[src/design/hbsg_pkg.sv]
// Shared types, constants and helpers for the HUB75 bit-plane scan generator.
// No dependencies; every other design file imports this package.
package hbsg_pkg;

   localparam int PANEL_WIDTH = 64;
   localparam int SCAN_ROWS   = 16;
   localparam int BIT_PLANES  = 5;

   localparam logic [7:0] LAST_COLUMN = 8'(PANEL_WIDTH - 1);
   localparam logic [3:0] LAST_ROW    = 4'(SCAN_ROWS - 1);
   localparam logic [2:0] LAST_PLANE  = 3'(BIT_PLANES - 1);

   localparam int QUEUE_DEPTH = 4;
   localparam int QUEUE_AW    = $clog2(QUEUE_DEPTH);

   typedef struct packed {
      logic [7:0] red_top;
      logic [7:0] green_top;
      logic [7:0] blue_top;
      logic [7:0] red_bottom;
      logic [7:0] green_bottom;
      logic [7:0] blue_bottom;
   } req_type;

   typedef struct packed {
      logic       blank;
      logic       latch;
      logic       shift_clk;
      logic [3:0] row_addr;
      logic       pin_r1;
      logic       pin_g1;
      logic       pin_b1;
      logic       pin_r2;
      logic       pin_g2;
      logic       pin_b2;
      logic       run_end;
      logic       frame_done;
   } rsp_type;

   // One classified pixel pair, as handed from the front to the back.
   typedef struct packed {
      logic       first_col;
      logic       last_col;
      logic       frame_end;
      logic [3:0] row;
      logic [5:0] data;   // r1 g1 b1 r2 g2 b2 in bits 0 to 5
   } cmd_type;

   typedef struct packed {
      logic push;
      logic pop;
   } queue_ctl_type;

   // Bit of the 5-bit reduced colour (top five bits) selected by the plane.
   function automatic logic plane_bit(logic [7:0] value, logic [2:0] plane);
      logic [7:0] reduced;
      reduced = value >> 3;
      reduced = reduced >> plane;
      return reduced[0];
   endfunction

endpackage

[src/design/hbsg_front.sv]
// Front end: accepts pixel pairs, tracks plane/row/column and classifies each pair.
// Depends on hbsg_pkg.
module hbsg_front import hbsg_pkg::*; (
   input  logic    clock,
   input  logic    reset,
   input  logic    req_valid,
   output logic    req_ready,
   input  req_type req_data,
   input  logic    queue_full,
   output logic    queue_push,
   output cmd_type queue_cmd
);

   logic [7:0] column_ff, column_in;
   logic [3:0] row_ff, row_in;
   logic [2:0] plane_ff, plane_in;
   logic       row_last, plane_last, col_last;

   assign req_ready  = !queue_full;
   assign queue_push = req_valid && !queue_full;

   always_comb begin
      col_last   = (column_ff == LAST_COLUMN);
      row_last   = (row_ff == LAST_ROW);
      plane_last = (plane_ff == LAST_PLANE);

      queue_cmd.first_col = (column_ff == 8'd0);
      queue_cmd.last_col  = col_last;
      queue_cmd.frame_end = row_last && plane_last;
      queue_cmd.row       = row_ff;
      queue_cmd.data[0]   = plane_bit(req_data.red_top, plane_ff);
      queue_cmd.data[1]   = plane_bit(req_data.green_top, plane_ff);
      queue_cmd.data[2]   = plane_bit(req_data.blue_top, plane_ff);
      queue_cmd.data[3]   = plane_bit(req_data.red_bottom, plane_ff);
      queue_cmd.data[4]   = plane_bit(req_data.green_bottom, plane_ff);
      queue_cmd.data[5]   = plane_bit(req_data.blue_bottom, plane_ff);

      column_in = column_ff;
      row_in    = row_ff;
      plane_in  = plane_ff;
      if (queue_push) begin
         if (col_last) begin
            column_in = 8'd0;
            if (row_last) begin
               row_in   = 4'd0;
               plane_in = plane_last ? 3'd0 : plane_ff + 3'd1;
            end else begin
               row_in = row_ff + 4'd1;
            end
         end else begin
            column_in = column_ff + 8'd1;
         end
      end
   end

   always_ff @(posedge clock) begin
      if (reset) begin
         column_ff <= 8'd0;
         row_ff    <= 4'd0;
         plane_ff  <= 3'd0;
      end else begin
         column_ff <= column_in;
         row_ff    <= row_in;
         plane_ff  <= plane_in;
      end
   end

endmodule

[src/design/hbsg_queue.sv]
// Short command queue between the front and back ends.
// Depends on hbsg_pkg.
module hbsg_queue import hbsg_pkg::*; (
   input  logic          clock,
   input  logic          reset,
   input  queue_ctl_type ctl_in,
   output logic          full,
   output logic          empty,
   input  cmd_type       wr_cmd,
   output cmd_type       rd_cmd
);

   cmd_type             slots_ff [QUEUE_DEPTH];
   logic [QUEUE_AW-1:0] wr_ptr_ff, wr_ptr_in;
   logic [QUEUE_AW-1:0] rd_ptr_ff, rd_ptr_in;
   logic [QUEUE_AW:0]   count_ff, count_in;
   logic                do_push, do_pop;

   assign full   = (count_ff == (QUEUE_AW + 1)'(QUEUE_DEPTH));
   assign empty  = (count_ff == '0);
   assign rd_cmd = slots_ff[rd_ptr_ff];

   always_comb begin
      do_push   = ctl_in.push && !full;
      do_pop    = ctl_in.pop && !empty;
      wr_ptr_in = do_push ? wr_ptr_ff + 1'b1 : wr_ptr_ff;
      rd_ptr_in = do_pop ? rd_ptr_ff + 1'b1 : rd_ptr_ff;
      count_in  = count_ff;
      if (do_push && !do_pop) begin
         count_in = count_ff + 1'b1;
      end else if (do_pop && !do_push) begin
         count_in = count_ff - 1'b1;
      end
   end

   always_ff @(posedge clock) begin
      if (do_push) begin
         slots_ff[wr_ptr_ff] <= wr_cmd;
      end
   end

   always_ff @(posedge clock) begin
      if (reset) begin
         wr_ptr_ff <= '0;
         rd_ptr_ff <= '0;
         count_ff  <= '0;
      end else begin
         wr_ptr_ff <= wr_ptr_in;
         rd_ptr_ff <= rd_ptr_in;
         count_ff  <= count_in;
      end
   end

endmodule

[src/design/hbsg_back.sv]
// Back end: steps each queued command through its pin states into the output register.
// Depends on hbsg_pkg.
module hbsg_back import hbsg_pkg::*; (
   input  logic    clock,
   input  logic    reset,
   input  logic    queue_empty,
   input  cmd_type head_cmd,
   output logic    queue_pop,
   output logic    rsp_valid,
   input  logic    rsp_ready,
   output rsp_type rsp_data
);

   localparam logic [2:0] PH_PRESET   = 3'd0;
   localparam logic [2:0] PH_LOW      = 3'd1;
   localparam logic [2:0] PH_HIGH     = 3'd2;
   localparam logic [2:0] PH_LATCH_HI = 3'd3;
   localparam logic [2:0] PH_LATCH_LO = 3'd4;

   logic [2:0] phase_ff, phase_in, cur_phase;
   logic       blank_ff, blank_in;
   logic       latch_ff, latch_in;
   logic       clk_ff, clk_in;
   logic [3:0] row_ff, row_in;
   logic [5:0] data_ff, data_in;
   logic       rsp_valid_ff, rsp_valid_in;
   rsp_type    rsp_data_ff, rsp_data_in;
   logic       fire, run_end, frame_done, last_step;

   assign rsp_valid = rsp_valid_ff;
   assign rsp_data  = rsp_data_ff;
   assign fire      = !queue_empty && (!rsp_valid_ff || rsp_ready);
   assign queue_pop = fire && last_step;

   always_comb begin
      // A command that does not start a row skips the blanking preset.
      cur_phase = phase_ff;
      if (phase_ff == PH_PRESET && !head_cmd.first_col) begin
         cur_phase = PH_LOW;
      end

      blank_in   = blank_ff;
      latch_in   = latch_ff;
      clk_in     = clk_ff;
      row_in     = row_ff;
      data_in    = data_ff;
      run_end    = 1'b0;
      frame_done = 1'b0;
      last_step  = 1'b0;
      phase_in   = phase_ff;

      case (cur_phase)
         PH_PRESET: begin
            blank_in = 1'b1;
            row_in   = head_cmd.row;
            data_in  = 6'd0;
            phase_in = PH_LOW;
         end
         PH_LOW: begin
            data_in  = head_cmd.data;
            clk_in   = 1'b0;
            phase_in = PH_HIGH;
         end
         PH_HIGH: begin
            clk_in = 1'b1;
            if (head_cmd.last_col) begin
               phase_in = PH_LATCH_HI;
            end else begin
               run_end   = 1'b1;
               last_step = 1'b1;
               phase_in  = PH_PRESET;
            end
         end
         PH_LATCH_HI: begin
            latch_in = 1'b1;
            phase_in = PH_LATCH_LO;
         end
         PH_LATCH_LO: begin
            latch_in   = 1'b0;
            blank_in   = 1'b0;
            run_end    = 1'b1;
            frame_done = head_cmd.frame_end;
            last_step  = 1'b1;
            phase_in   = PH_PRESET;
         end
         default: begin
            last_step = 1'b1;
            phase_in  = PH_PRESET;
         end
      endcase

      rsp_data_in.blank      = blank_in;
      rsp_data_in.latch      = latch_in;
      rsp_data_in.shift_clk  = clk_in;
      rsp_data_in.row_addr   = row_in;
      rsp_data_in.pin_r1     = data_in[0];
      rsp_data_in.pin_g1     = data_in[1];
      rsp_data_in.pin_b1     = data_in[2];
      rsp_data_in.pin_r2     = data_in[3];
      rsp_data_in.pin_g2     = data_in[4];
      rsp_data_in.pin_b2     = data_in[5];
      rsp_data_in.run_end    = run_end;
      rsp_data_in.frame_done = frame_done;

      rsp_valid_in = rsp_valid_ff;
      if (fire) begin
         rsp_valid_in = 1'b1;
      end else if (rsp_ready) begin
         rsp_valid_in = 1'b0;
      end
   end

   always_ff @(posedge clock) begin
      if (reset) begin
         phase_ff     <= PH_PRESET;
         blank_ff     <= 1'b0;
         latch_ff     <= 1'b0;
         clk_ff       <= 1'b0;
         row_ff       <= 4'd0;
         data_ff      <= 6'd0;
         rsp_valid_ff <= 1'b0;
      end else begin
         rsp_valid_ff <= rsp_valid_in;
         if (fire) begin
            phase_ff <= phase_in;
            blank_ff <= blank_in;
            latch_ff <= latch_in;
            clk_ff   <= clk_in;
            row_ff   <= row_in;
            data_ff  <= data_in;
         end
      end
   end

   always_ff @(posedge clock) begin
      if (fire) begin
         rsp_data_ff <= rsp_data_in;
      end
   end

endmodule

[src/design/hub75_bitplane_scan_generator_top.sv]
// HUB75 bit-plane scan generator.
// Input channel (req_): one pixel pair per beat, upper and lower half RGB, sent in
// scan order: column within row within bit plane. Result channel (rsp_): one full
// panel pin state per beat. A pair gives two beats (data with shift clock low, then
// high); a pair at column 0 is preceded by a blanking preset beat, and a pair at the
// last column is followed by latch high and latch low beats. run_end marks the last
// beat of each pair, frame_done the final beat of the last row of the last plane.
// The front end counts position and reduces colours to one bit per plane; a
// four-entry command queue lets it take pairs while the back end is still emitting.
// The back end produces one beat per cycle into a registered output while the queue
// holds a command and the receiver is not stalling; the first beat of a pair
// passes through the command queue and then the output register. Reset clears the
// counters, the queue and the pin levels held in the back end, but not the output
// register. When the receiver stalls the output beat holds, the back end pauses, and
// req_ready drops once the queue is full. Depends on hbsg_pkg, hbsg_front, hbsg_queue
// and hbsg_back.
module hub75_bitplane_scan_generator_top import hbsg_pkg::*; (
   input  logic    clock,
   input  logic    reset,
   input  logic    req_valid,
   output logic    req_ready,
   input  req_type req_data,
   output logic    rsp_valid,
   input  logic    rsp_ready,
   output rsp_type rsp_data
);

   queue_ctl_type queue_ctl;
   cmd_type       push_cmd;
   cmd_type       head_cmd;
   logic          queue_full;
   logic          queue_empty;
   logic          queue_push;
   logic          queue_pop;

   always_comb begin
      queue_ctl.push = queue_push;
      queue_ctl.pop  = queue_pop;
   end

   hbsg_front u_front (
      .clock      (clock),
      .reset      (reset),
      .req_valid  (req_valid),
      .req_ready  (req_ready),
      .req_data   (req_data),
      .queue_full (queue_full),
      .queue_push (queue_push),
      .queue_cmd  (push_cmd)
   );

   hbsg_queue u_queue (
      .clock  (clock),
      .reset  (reset),
      .ctl_in (queue_ctl),
      .full   (queue_full),
      .empty  (queue_empty),
      .wr_cmd (push_cmd),
      .rd_cmd (head_cmd)
   );

   hbsg_back u_back (
      .clock       (clock),
      .reset       (reset),
      .queue_empty (queue_empty),
      .head_cmd    (head_cmd),
      .queue_pop   (queue_pop),
      .rsp_valid   (rsp_valid),
      .rsp_ready   (rsp_ready),
      .rsp_data    (rsp_data)
   );

endmodule

[config.mk]
export PLATFORM = sky130hd
export DESIGN_NAME = hub75_bitplane_scan_generator_top
export DESIGN_NICKNAME = d
export VERILOG_FILES = /design/src/design/hbsg_pkg.sv /design/src/design/hbsg_front.sv /design/src/design/hbsg_queue.sv /design/src/design/hbsg_back.sv /design/src/design/hub75_bitplane_scan_generator_top.sv
export SDC_FILE = /design/constraint.sdc
export NUM_CORES = 1
export LEC_CHECK = 0
export ABC_AREA = 0
export BUFFER_PORTS_ARGS = -buffer_cell sky130_fd_sc_hd__buf_2
export CELL_PAD_IN_SITES_DETAIL_PLACEMENT = 0
export CELL_PAD_IN_SITES_GLOBAL_PLACEMENT = 1
export CORE_ASPECT_RATIO = 0.7
export CORE_UTILIZATION = 48
export CTS_BUF_LIST = sky130_fd_sc_hd__clkbuf_4
export CTS_CLUSTER_SIZE = 24
export DETAILED_ROUTE_END_ITERATION = 6
export GPL_TIMING_DRIVEN = 0
export PLACE_DENSITY_LB_ADDON = 0.1
export SLEW_MARGIN = 20
export SYNTH_ARGS = -nofsm -noshare
export SYNTH_HDL_FRONTEND = slang
export SYNTH_HIERARCHICAL = 1
export SYNTH_SLANG_ARGS = --single-unit
[constraint.sdc]
create_clock -name clock -period 2.9 [get_ports clock]
set_input_delay 0.145 -clock clock [delete_from_list [all_inputs] [get_ports clock]]
set_output_delay 0.145 -clock clock [all_outputs]
set_load 0.05 [all_outputs]
# Word-level counts from Yosys, hierarchy flattened
# Memory sizes are Yosys's and may differ from the RTL's. A register that Yosys moved wholly into a read port is not among the register bits.
# Index checks and enable logic that the tools add are counted.
# classes
addsub,7
n_eq_ne,8
n_shift,6
mux,22
reduce_logical,25
# op_table
operator,count
>> shifter 5 x 3 -> 1 bit,6
2-to-1 mux 3 bit,4
case mux 3 bit (4 select lines),1
case mux 6 bit (2 select lines),1
case mux 1 bit (2 select lines),5
"== test 3 bit, second input constant",3
logical AND 1 bit,9
zero test 3 bit,3
"adder 8 x 1 -> 8 bit, second input constant",1
"== test 8 x 6 -> 1 bit, second input constant",1
zero test 8 bit,1
2-to-1 mux 4 bit,2
2-to-1 mux 8 bit,1
"adder 3 x 1 -> 3 bit, second input constant",2
"== test 3 x 2 -> 1 bit, second input constant",2
zero test 1 bit,6
2-to-1 mux 2 bit,3
2-to-1 mux 1 bit,5
"adder 2 x 1 -> 2 bit, second input constant",2
"adder 4 x 1 -> 4 bit, second input constant",1
"== test 4 bit, second input constant",1
nonzero test 2 bit,2
"== test 3 x 1 -> 1 bit, second input constant",1
AND reduction 3 bit,1
other kinds (4),4
# totals
register_bits,54
ram_bits,52
input_bits,52
wordCells,94
mem_count,1
# mem_list
memory,words,word_bits,read_ports,rd_ports_with_merged_regs,wr,line_no,source
u_queue.slots_ff,4,13,1,1,1,hbsg_queue.sv:13,cmd_type slots_ff [QUEUE_DEPTH];

# Logic depth before layout (Yosys ltp)
# Gate-level depths: netlist (run 1).
# depth
ltp_word,11
ltp_mapped,12
mapped_depth_nobuf,11

# Hierarchy
# The synthesis (run 1) kept the hierarchy.
# modules_own_cells
mod,n_inst,cells_per_inst,area_per_inst_um2,seq_area_each_um2
hbsg_queue,1,115,2352.3,1741.7
hbsg_back,1,131,1412.6,790.8
hbsg_front,1,130,1089.8,300.3

# Worst setup path after synthesis (run 1)
# OpenSTA, ideal clock, no wires.
# synth_path
kind,reg-to-reg
start,reg (tool-made name)
end,reg u_queue.count_ff[2]
setup_time_ns,0.070
arrival_time_ns,2.500
setup_slack_ns,0.330
path_stages_with_launch,13
synth_period_minus_slack_ns,2.570
path_cell_list,dfxtp_1 -> buf_6 -> mux4_2 -> inv_1 -> a21oi_1 -> nor3_1 -> o31ai_2 -> ha_1 -> inv_1 -> fa_1 -> xor2_1 -> or3_1 -> a21oi_1
# synth_rtl
item,line_no,source
to (signal assigned),hbsg_queue.sv:50,count_ff <= count_in;
to (decl),hbsg_queue.sv:16,"logic [QUEUE_AW:0] count_ff, count_in;"

==> results of run 1 <==
==> tightest hold or removal path: cells and delay by family <==
family,cells,cell delay (ns)
and+or+nand+nor,2,0.17
buffers and inverters,1,0.11
xor gates and xnor gates,1,0.07
==> state kept, by name (all words and copies together), names as in the netlist, named ones only <==
signal	count
u_queue/rd_ptr_ff	2
u_back/row_ff	4
u_front/column_ff	8
u_back/rsp_valid	1
u_front/row_ff	4
u_back/data_ff	6
u_front/plane_ff	3
u_queue/slots_ff	52
u_back/phase_ff	3
u_back/blank_ff	1
u_back/clk_ff	1
u_queue/count_ff	3
u_back/rsp_data	15
u_queue/wr_ptr_ff	2
u_back/latch_ff	1
==> repair_timing <==
action | CTS | global route
setup buffers | 0 | 1
resized for setup | 1 | 10
pin swaps | 0 | 1
endpoints found under the hold margin | 0 | 0
cloned | 0 | 0
setup endpoints to repair | 1 | 2
==> power by group <==
| part | total (mW) | leakage [nW] | switching [mW] | internal [mW] |
|---|---|---|---|---|
| Sequential | 2.17 | 0.971 | 0.137 | 2.04 |
| Combinational | 1.71 | 0.880 | 1.17 | 0.540 |
| Clock | 0.728 | 0.0710 | 0.469 | 0.260 |
==> cell usage after synthesis (2+ instances only) <==
master,n
sky130_fd_sc_hd__xnor2_1,2
sky130_fd_sc_hd__nor2_1,16
sky130_fd_sc_hd__or3_1,4
sky130_fd_sc_hd__mux2_2,5
sky130_fd_sc_hd__a32o_1,2
sky130_fd_sc_hd__a311oi_1,2
sky130_fd_sc_hd__nor3_1,4
sky130_fd_sc_hd__xor2_1,4
sky130_fd_sc_hd__a21oi_1,22
sky130_fd_sc_hd__nand3_1,21
sky130_fd_sc_hd__nor3b_1,2
sky130_fd_sc_hd__mux2i_1,8
sky130_fd_sc_hd__and3_1,5
sky130_fd_sc_hd__o31ai_1,7
sky130_fd_sc_hd__nand2_1,10
sky130_fd_sc_hd__nor3b_2,2
sky130_fd_sc_hd__edfxtp_1,67
sky130_fd_sc_hd__dfxtp_1,41
sky130_fd_sc_hd__o32ai_1,6
sky130_fd_sc_hd__mux4_2,16
sky130_fd_sc_hd__nor2b_1,2
sky130_fd_sc_hd__ha_1,10
sky130_fd_sc_hd__or4_1,5
sky130_fd_sc_hd__inv_1,29
sky130_fd_sc_hd__buf_2,5
sky130_fd_sc_hd__clkbuf_1,12
sky130_fd_sc_hd__mux4_1,3
sky130_fd_sc_hd__nand4_1,4
sky130_fd_sc_hd__and2_1,4
sky130_fd_sc_hd__o21ai_0,17
sky130_fd_sc_hd__nand2b_1,14
sky130_fd_sc_hd__buf_6,3
==> cell families after synthesis <==
logic type,Yosys count,synth area share
multiplexers,32,0.119
AO/OA/AOI/OAI,66,0.0876
flip-flops,108,0.584
buffers and inverters,52,0.0469
AND/OR/NAND/NOR,101,0.123
XOR/XNOR,6,0.0108
adder cells (fa/ha/maj),11,0.0299
==> cell type report <==
type	count	area, um^2	area share
repair buffers	51	258	0.0473
flip-flops and latches	108	2840	0.521
clock buffers	9	67.6	0.0124
inverters	30	113	0.0207
plain buffers	22	126	0.0232
well taps	128	160	0.0294
multi-input cells	216	1810	0.333
clock inverters	7	67.6	0.0124
==> worst max path at each step <==
stage / startpoint / end / slack, ns
2_1_floorplan: flop / u_queue/count_ff[2] / 0.33
6_report: flop / u_queue/count_ff[2] / 0.21
3_5_place_dp: flop / u_queue/count_ff[2] / -0.05
5_1_grt: flop / u_queue/count_ff[2] / 0.008
3_3_place_gp: flop / u_queue/count_ff[2] / 0.09
4_1_cts: flop / u_queue/count_ff[2] / 0.07
==> metal layers <==
layer	vias up	part of all wire	GRT usage
met5	-	0	0
met1	1541	0.50	0.274
met3	4	0.043	0.0479
li1	1544	-	-
met2	83	0.45	0.282
met4	0	0.0074	0.0466
==> impl_results.html, run 1 <==
<table>
<tr><th>Metric</th><th>Value</th></tr>
<tr><th colspan="2">GRT</th></tr>
<tr><td>Pin count of the biggest net entering global routing</td><td>19</td></tr>
<tr><td>Total global routing overflow</td><td>0</td></tr>
<tr><td>Overall Global Routing Usage</td><td>0.188</td></tr>
<tr><td>Antenna violations before repair</td><td>0</td></tr>
<tr><td>Global-route wire length before repair</td><td>15,000 um</td></tr>
<tr><td>Via count of the first global-routing pass</td><td>a little under 3,000</td></tr>
<tr><th colspan="2">Clock tree</th></tr>
<tr><td>Max Buffers Root-to-Sink</td><td>2</td></tr>
<tr><td>Clock root cell</td><td>sky130_fd_sc_hd__clkbuf_4</td></tr>
<tr><td>Post-CTS clock slew at the launch and capture registers of the worst setup and hold paths</td><td>approximately 0.16 ns</td></tr>
<tr><td>H-tree lvl count</td><td>3</td></tr>
<tr><td>Hold-fix buffer count after cts</td><td>0</td></tr>
<tr><td>Sinks on the clock net</td><td>approximately 110</td></tr>
<tr><td>Clock tree from TritonCTS</td><td>built</td></tr>
<tr><td>Cts bufs inserted</td><td>9</td></tr>
<tr><td>Worst-Skew Late Latency</td><td>about 0.44 ns</td></tr>
<tr><th colspan="2">Logic synthesis</th></tr>
<tr><td>Mean area per synthesized cell</td><td>12.9 um^2</td></tr>
<tr><td>YS warnings</td><td>6</td></tr>
<tr><td>Area share of the largest cell type after synthesis</td><td>0.414</td></tr>
<tr><td>Post-Synthesis Cell Area</td><td>about 5000 um^2</td></tr>
<tr><td>Post-Synthesis Net Count</td><td>between 400 and 500</td></tr>
<tr><td>Count of flip-flops with a built-in enable after synthesis</td><td>between 60 and 70</td></tr>
<tr><td>Count of unique library cells instantiated by Yosys</td><td>between 50 and 60</td></tr>
<tr><td>Number of instances in the synthesized netlist</td><td>376</td></tr>
<tr><td>Fraction of the yosys area taken by sequential cells</td><td>0.584</td></tr>
<tr><td>Area contributors post-synth</td><td>sky130_fd_sc_hd__edfxtp_1, sky130_fd_sc_hd__dfxtp_1, sky130_fd_sc_hd__mux4_2, sky130_fd_sc_hd__ha_1, sky130_fd_sc_hd__a21oi_1</td></tr>
<tr><td>Yosys reg bits</td><td>around 110</td></tr>
<tr><td>Async set-reset flop share out of synthesis</td><td>0</td></tr>
<tr><td>Top cell type by total area after synthesis</td><td>sky130_fd_sc_hd__edfxtp_1</td></tr>
<tr><td>Most used flip-flop cell after synthesis</td><td>sky130_fd_sc_hd__edfxtp_1</td></tr>
<tr><th colspan="2">Die</th></tr>
<tr><td>Rows</td><td>30</td></tr>
<tr><td>Core area</td><td>a little under 10,000 um^2</td></tr>
<tr><td>Die Area</td><td>about 11,000 um^2</td></tr>
<tr><td>Y dimension of the die</td><td>86.1 um</td></tr>
<tr><td>Boundary pin count</td><td>69</td></tr>
<tr><td>Starting density of the core</td><td>0.497</td></tr>
<tr><td>Die width</td><td>122 um</td></tr>
<tr><th colspan="2">Cells and area</th></tr>
<tr><td>Share of post-route cells with drive strength above 1</td><td>0.244</td></tr>
<tr><td>Final standard cell area without fillers</td><td>5440 um^2</td></tr>
<tr><td>End-of-flow core utilization</td><td>0.558</td></tr>
<tr><td>Highest-count cells in the layout ignoring fill and taps</td><td>sky130_fd_sc_hd__edfxtp_1, sky130_fd_sc_hd__buf_2, sky130_fd_sc_hd__dfxtp_1</td></tr>
<tr><td>Count of placed standard cells in the final layout, fillers left out</td><td>between 500 and 600</td></tr>
<tr><td>Fin nets</td><td>roughly 500</td></tr>
<tr><td>Count of fill cells added during filler insertion</td><td>~850</td></tr>
<tr><td>Most common cell after layout, fill and taps aside</td><td>sky130_fd_sc_hd__edfxtp_1</td></tr>
<tr><td>Number of diodes</td><td>0</td></tr>
<tr><td>Area added between synthesis and finish</td><td>12.1%</td></tr>
<tr><th colspan="2">STA</th></tr>
<tr><td>Number of failing hold endpoints at the final stage</td><td>0</td></tr>
<tr><td>Achievable Freq</td><td>371 MHz</td></tr>
<tr><td>Worst-Margin Slew</td><td>0.900 ns</td></tr>
<tr><td>Final worst hold slack</td><td>around 0.086 ns</td></tr>
<tr><td>Post-route clock period utilization</td><td>0.929</td></tr>
<tr><td>Slew Limit Headroom</td><td>0.399</td></tr>
<tr><td>Setup violations, final</td><td>0</td></tr>
<tr><td>Min Tclk post-route</td><td>2.69 ns</td></tr>
<tr><td>Worst Clk Skew</td><td>0.0185 ns</td></tr>
<tr><td>Worst Setup Slack, final</td><td>0.206 ns</td></tr>
<tr><td>Setup TNS Final</td><td>0 ns</td></tr>
<tr><td>Unrepaired setup endpoints after global routing</td><td>false</td></tr>
<tr><td>Max-slew violation count</td><td>0</td></tr>
<tr><th colspan="2">Power and ir drop</th></tr>
<tr><td>Leakage power of the design</td><td>1.92 nW</td></tr>
<tr><td>Total design power</td><td>4.61 mW</td></tr>
<tr><td>Peak ir drop on the vdd network</td><td>approximately 0.37 mV</td></tr>
<tr><td>Pwr per Cell Area</td><td>847 nW/um^2</td></tr>
<tr><th colspan="2">Worst setup path</th></tr>
<tr><td>WP buf/inv</td><td>3</td></tr>
<tr><td>Highest cell delay on the worst timing path</td><td>between 0.5 and 0.6 ns</td></tr>
<tr><td>Worst flop-to-flop path endpoint</td><td>u_queue/count_ff[2]</td></tr>
<tr><td>Crit-path cells</td><td>buf_12, mux4_2, inv_1, a21oi_1, nor3_2, o31ai_2, ha_1, inv_1, fa_1, xor2_1, or3_1, a21oi_1</td></tr>
<tr><td>Reg2Reg Setup Slack</td><td>a little over 0.2 ns</td></tr>
<tr><td>Family with the most delay on the worst path</td><td>multiplexers</td></tr>
<tr><td>Type of the worst setup path</td><td>flop to flop</td></tr>
<tr><td>CP max-delay cell</td><td>sky130_fd_sc_hd__mux4_2</td></tr>
<tr><td>Element type at the critical path start</td><td>flop</td></tr>
<tr><td>Maximum fanout count along the critical path</td><td>10</td></tr>
<tr><td>Crit path depth</td><td>12</td></tr>
<tr><td>Logic depth of the worst register-to-register path</td><td>12</td></tr>
<tr><td>Arrival time at the worst endpoint</td><td>slightly above 3 ns</td></tr>
<tr><td>Data required time of the critical path</td><td>approximately 3.3 ns</td></tr>
<tr><td>Endpoint type of the worst setup path</td><td>flop</td></tr>
<tr><th colspan="2">Min path</th></tr>
<tr><td>Terminating pin of the worst hold path</td><td>u_front/column_ff[2]</td></tr>
<tr><td>Start point of the worst min-delay path</td><td>req_valid</td></tr>
<tr><td>Worst min path class</td><td>primary input to flop</td></tr>
<tr><td>Depth of the worst hold-timing path</td><td>4</td></tr>
<tr><th colspan="2">Detailed routing</th></tr>
<tr><td>Routed Wire Length</td><td>just over 9000 um</td></tr>
<tr><td>Routed wire per std cell</td><td>around 16 um</td></tr>
<tr><td>Length of the first detailed-routing pass in iterations</td><td>4</td></tr>
<tr><td>Vias/cell</td><td>between 5 and 6</td></tr>
<tr><td>Initial detailed-routing violation count</td><td>roughly 270</td></tr>
<tr><td>Antenna-violating nets left</td><td>0</td></tr>
<tr><td>DRC violation count after routing</td><td>0</td></tr>
<tr><td>Overall via count from detail_route</td><td>roughly 3,200</td></tr>
<tr><th colspan="2">Placed design</th></tr>
<tr><td>Final weighted congestion in routability-driven placement</td><td>just under 0.8</td></tr>
<tr><td>Post-Place Cell Area</td><td>between 5000 and 6000 um^2</td></tr>
<tr><td>Placed cells</td><td>~550</td></tr>
<tr><td>Post-placement worst setup slack</td><td>-0.0546 ns</td></tr>
<tr><td>Buffers added on ports</td><td>50</td></tr>
<tr><td>HPWL reported at the end of detailed placement</td><td>6540 um</td></tr>
<tr><th colspan="2">Run status</th></tr>
<tr><td>Run status</td><td>completed</td></tr>
<tr><th colspan="2">Job</th></tr>
<tr><td>Reported max-cap violation count</td><td>0</td></tr>
</table>
(Power assumes the default switching activity.)
==> run 2, diff against run 1 <==
--- a/config.mk
+++ b/config.mk
@@ -12,10 +12,11 @@
 export CORE_ASPECT_RATIO = 0.7
 export CORE_UTILIZATION = 48
 export CTS_BUF_LIST = sky130_fd_sc_hd__clkbuf_4
-export CTS_CLUSTER_SIZE = 24
+export CTS_CLUSTER_SIZE = 40
 export DETAILED_ROUTE_END_ITERATION = 6
 export GPL_TIMING_DRIVEN = 0
 export PLACE_DENSITY_LB_ADDON = 0.1
+export RECOVER_POWER = 25
 export SLEW_MARGIN = 20
 export SYNTH_ARGS = -nofsm -noshare
 export SYNTH_HDL_FRONTEND = slang
==> run 2 against run 1 <==
Effect of this change: final cell count stayed put; via count shrank 0.44%; highest routed layer unchanged; non-clock buffer count stayed put; fmax is 0.17% higher; critical path type unchanged; setup slack improved by 0.0046 ns; wire length increased by 0.25%.
==> impl_results.html, run 2 (same netlist as run 1, synthesis figures left out) <==
<table>
<tr><th>Metric</th><th>Value</th></tr>
<tr><th colspan="2">Die</th></tr>
<tr><td>Die width</td><td>between 100 and 150 um</td></tr>
<tr><td>Y dimension of the die</td><td>86.1 um</td></tr>
<tr><td>Die Area</td><td>around 11,000 um^2</td></tr>
<tr><td>Starting density of the core</td><td>0.497</td></tr>
<tr><td>Rows</td><td>30</td></tr>
<tr><td>Core area</td><td>~9800 um^2</td></tr>
<tr><td>Boundary pin count</td><td>69</td></tr>
<tr><th colspan="2">GRT</th></tr>
<tr><td>Total global routing overflow</td><td>0</td></tr>
<tr><td>Global-route wire length before repair</td><td>about 15,000 um</td></tr>
<tr><td>Via count of the first global-routing pass</td><td>roughly 3,000</td></tr>
<tr><td>Overall Global Routing Usage</td><td>0.188</td></tr>
<tr><td>M3 GR Usage</td><td>0.0479</td></tr>
<tr><td>Met1 GRT Util</td><td>0.274</td></tr>
<tr><td>GR peak layer</td><td>met2</td></tr>
<tr><td>Antenna violations before repair</td><td>0</td></tr>
<tr><td>Pin count of the biggest net entering global routing</td><td>19</td></tr>
<tr><td>GR Layer Usage met2</td><td>0.282</td></tr>
<tr><th colspan="2">Cells and area</th></tr>
<tr><td>Count of fill cells added during filler insertion</td><td>between 800 and 900</td></tr>
<tr><td>Max FFs per register</td><td>52</td></tr>
<tr><td>Fin nets</td><td>~500</td></tr>
<tr><td>Share of post-route cells with drive strength above 1</td><td>0.208</td></tr>
<tr><td>Final standard cell area without fillers</td><td>about 5400 um^2</td></tr>
<tr><td>Count of placed standard cells in the final layout, fillers left out</td><td>between 500 and 600</td></tr>
<tr><td>Number of diodes</td><td>0</td></tr>
<tr><td>Most common cell after layout, fill and taps aside</td><td>sky130_fd_sc_hd__edfxtp_1</td></tr>
<tr><td>Highest-count cells in the layout ignoring fill and taps</td><td>sky130_fd_sc_hd__edfxtp_1, sky130_fd_sc_hd__buf_2, sky130_fd_sc_hd__dfxtp_1</td></tr>
<tr><td>Top reg by flops</td><td>u_queue/slots_ff</td></tr>
<tr><td>Area added between synthesis and finish</td><td>11.7%</td></tr>
<tr><td>End-of-flow core utilization</td><td>0.556</td></tr>
<tr><th colspan="2">Worst setup path</th></tr>
<tr><td>Logic depth of the worst register-to-register path</td><td>12</td></tr>
<tr><td>Data required time of the critical path</td><td>roughly 3.3 ns</td></tr>
<tr><td>Type of the worst setup path</td><td>flop to flop</td></tr>
<tr><td>Element type at the critical path start</td><td>flop</td></tr>
<tr><td>Reg2Reg Setup Slack</td><td>0.21 ns</td></tr>
<tr><td>Maximum fanout count along the critical path</td><td>10</td></tr>
<tr><td>Endpoint type of the worst setup path</td><td>flop</td></tr>
<tr><td>Worst flop-to-flop path endpoint</td><td>u_queue/count_ff[2]</td></tr>
<tr><td>Arrival time at the worst endpoint</td><td>slightly above 3 ns</td></tr>
<tr><th colspan="2">STA</th></tr>
<tr><td>Unrepaired setup endpoints after global routing</td><td>false</td></tr>
<tr><td>Slew Limit Headroom</td><td>0.392</td></tr>
<tr><td>Worst-Margin Slew</td><td>approximately 0.91 ns</td></tr>
<tr><td>Number of failing hold endpoints at the final stage</td><td>0</td></tr>
<tr><td>Max-slew violation count</td><td>0</td></tr>
<tr><td>Min Tclk post-route</td><td>2.69 ns</td></tr>
<tr><td>Worst Clk Skew</td><td>between 0.02 and 0.025 ns</td></tr>
<tr><td>Setup violations, final</td><td>0</td></tr>
<tr><td>Achievable Freq</td><td>about 370 MHz</td></tr>
<tr><td>Post-route clock period utilization</td><td>0.927</td></tr>
<tr><th colspan="2">Power and ir drop</th></tr>
<tr><td>Net switching power</td><td>~1.8 mW</td></tr>
<tr><td>Clk network pwr share</td><td>0.159</td></tr>
<tr><td>Sw Ratio</td><td>0.388</td></tr>
<tr><td>Portion of total power attributed to sequential cells</td><td>0.475</td></tr>
<tr><td>Combinational share of power</td><td>0.366</td></tr>
<tr><td>Peak ir drop on the vdd network</td><td>around 0.35 mV</td></tr>
<tr><td>Total design power</td><td>between 4 and 5 mW</td></tr>
<tr><td>Pwr per Cell Area</td><td>roughly 840 nW/um^2</td></tr>
<tr><td>Leakage power of the design</td><td>~1.9 nW</td></tr>
<tr><td>Cell internal pwr</td><td>between 2 and 3 mW</td></tr>
<tr><th colspan="2">Detailed routing</th></tr>
<tr><td>Routed Wire Length</td><td>approximately 9100 um</td></tr>
<tr><td>Antenna-violating nets left</td><td>0</td></tr>
<tr><td>Routed wire per std cell</td><td>approximately 16 um</td></tr>
<tr><td>Length of the first detailed-routing pass in iterations</td><td>4</td></tr>
<tr><td>Initial detailed-routing violation count</td><td>between 200 and 300</td></tr>
<tr><td>Vias/cell</td><td>~5.5</td></tr>
<tr><td>Overall via count from detail_route</td><td>around 3,200</td></tr>
<tr><td>DRC violation count after routing</td><td>0</td></tr>
<tr><th colspan="2">Placed design</th></tr>
<tr><td>Buffers added on ports</td><td>50</td></tr>
<tr><td>Final weighted congestion in routability-driven placement</td><td>slightly below 0.8</td></tr>
<tr><td>Placed cells</td><td>around 550</td></tr>
<tr><td>Post-Place Cell Area</td><td>5270 um^2</td></tr>
<tr><td>HPWL reported at the end of detailed placement</td><td>around 6500 um</td></tr>
<tr><th colspan="2">Min path</th></tr>
<tr><td>Depth of the worst hold-timing path</td><td>4</td></tr>
<tr><td>Start point of the worst min-delay path</td><td>req_valid</td></tr>
<tr><td>Terminating pin of the worst hold path</td><td>u_front/column_ff[2]</td></tr>
<tr><td>Worst min path class</td><td>primary input to flop</td></tr>
<tr><th colspan="2">Clock tree</th></tr>
<tr><td>Max Buffers Root-to-Sink</td><td>2</td></tr>
<tr><td>Clock root cell</td><td>sky130_fd_sc_hd__clkbuf_4</td></tr>
<tr><td>Clock tree from TritonCTS</td><td>built</td></tr>
<tr><td>H-tree lvl count</td><td>3</td></tr>
<tr><td>Post-CTS clock slew at the launch and capture registers of the worst setup and hold paths</td><td>about 0.16 ns</td></tr>
<tr><td>Cts bufs inserted</td><td>9</td></tr>
<tr><td>Worst-Skew Late Latency</td><td>~0.45 ns</td></tr>
<tr><td>Sinks on the clock net</td><td>about 110</td></tr>
<tr><th colspan="2">Job</th></tr>
<tr><td>Reported max-cap violation count</td><td>0</td></tr>
<tr><th colspan="2">Run status</th></tr>
<tr><td>Run status</td><td>completed</td></tr>
</table>
==> run 2: area by class of cell <==
class | instances | area [um^2] | area share
sequential | 108 | 2840 | 0.523
multi-input combinational | 216 | 1810 | 0.334
timing repair buffer | 51 | 238 | 0.0438
tap | 128 | 160 | 0.0295
buffer | 22 | 126 | 0.0233
inverter | 30 | 113 | 0.0208
clock buffer | 9 | 67.6 | 0.0125
clock inverter | 7 | 67.6 | 0.0125
==> run 2: what timing repair did <==
| item | CTS | global route |
|---|---|---|
| pin swaps | 0 | 1 |
| setup endpoints to repair | 1 | 2 |
| setup buffers | 0 | 1 |
| hold buffers | 0 | 0 |
| resized for setup | 1 | 10 |
==> run 2: through the flow <==
stage                     TNS [ns]  hold slack (ns)  setup WS [ns]
final                            0           0.0866          0.211
after global routing             0           0.0671        0.00750
after CTS                        0           0.0408         0.0665
after detailed placement   -0.0675            0.468        -0.0546
after global placement           0            0.456         0.0909
after floorplan                  0            0.329          0.330
==> run 2: critical path, cell delays in order (launching register included) <==
cell and delay (ns):
sky130_fd_sc_hd__dfxtp_4 0.41, sky130_fd_sc_hd__buf_12 0.16, sky130_fd_sc_hd__mux4_2 0.57, sky130_fd_sc_hd__inv_1 0.08
sky130_fd_sc_hd__a21oi_1 0.07, sky130_fd_sc_hd__nor3_2 0.24, sky130_fd_sc_hd__o31ai_2 0.12, sky130_fd_sc_hd__ha_1 0.22
sky130_fd_sc_hd__inv_1 0.08, sky130_fd_sc_hd__fa_1 0.18, sky130_fd_sc_hd__xor2_1 0.07, sky130_fd_sc_hd__or3_1 0.31
sky130_fd_sc_hd__a21oi_1 0.14
==> run 2: power groups by stage <==
stage	combinational (mW)	clock, mW	sequential [mW]
4_1_cts	1.69	0.762	2.17
3_3_place_gp	1.64	0	2.18
6_report	1.68	0.729	2.18
2_1_floorplan	0.879	0	2.59
3_5_place_dp	1.68	0	2.20
5_1_grt	1.82	0.823	2.22
==> run 2: worst max-delay path by stage <==
stage               from                   to  slack [ns]
floorplan           flop  u_queue/count_ff[2]        0.33
global placement    flop  u_queue/count_ff[2]        0.09
detailed placement  flop  u_queue/count_ff[2]       -0.05
CTS                 flop  u_queue/count_ff[2]        0.07
global route        flop  u_queue/count_ff[2]       0.008
finish              flop  u_queue/count_ff[2]        0.21
==> run 2: metal layers <==
metal  vias up  share of wire
li1       1544              -
met1      1533           0.50
met2        77           0.44
met3         4          0.051
met4         0         0.0073
met5         -              0
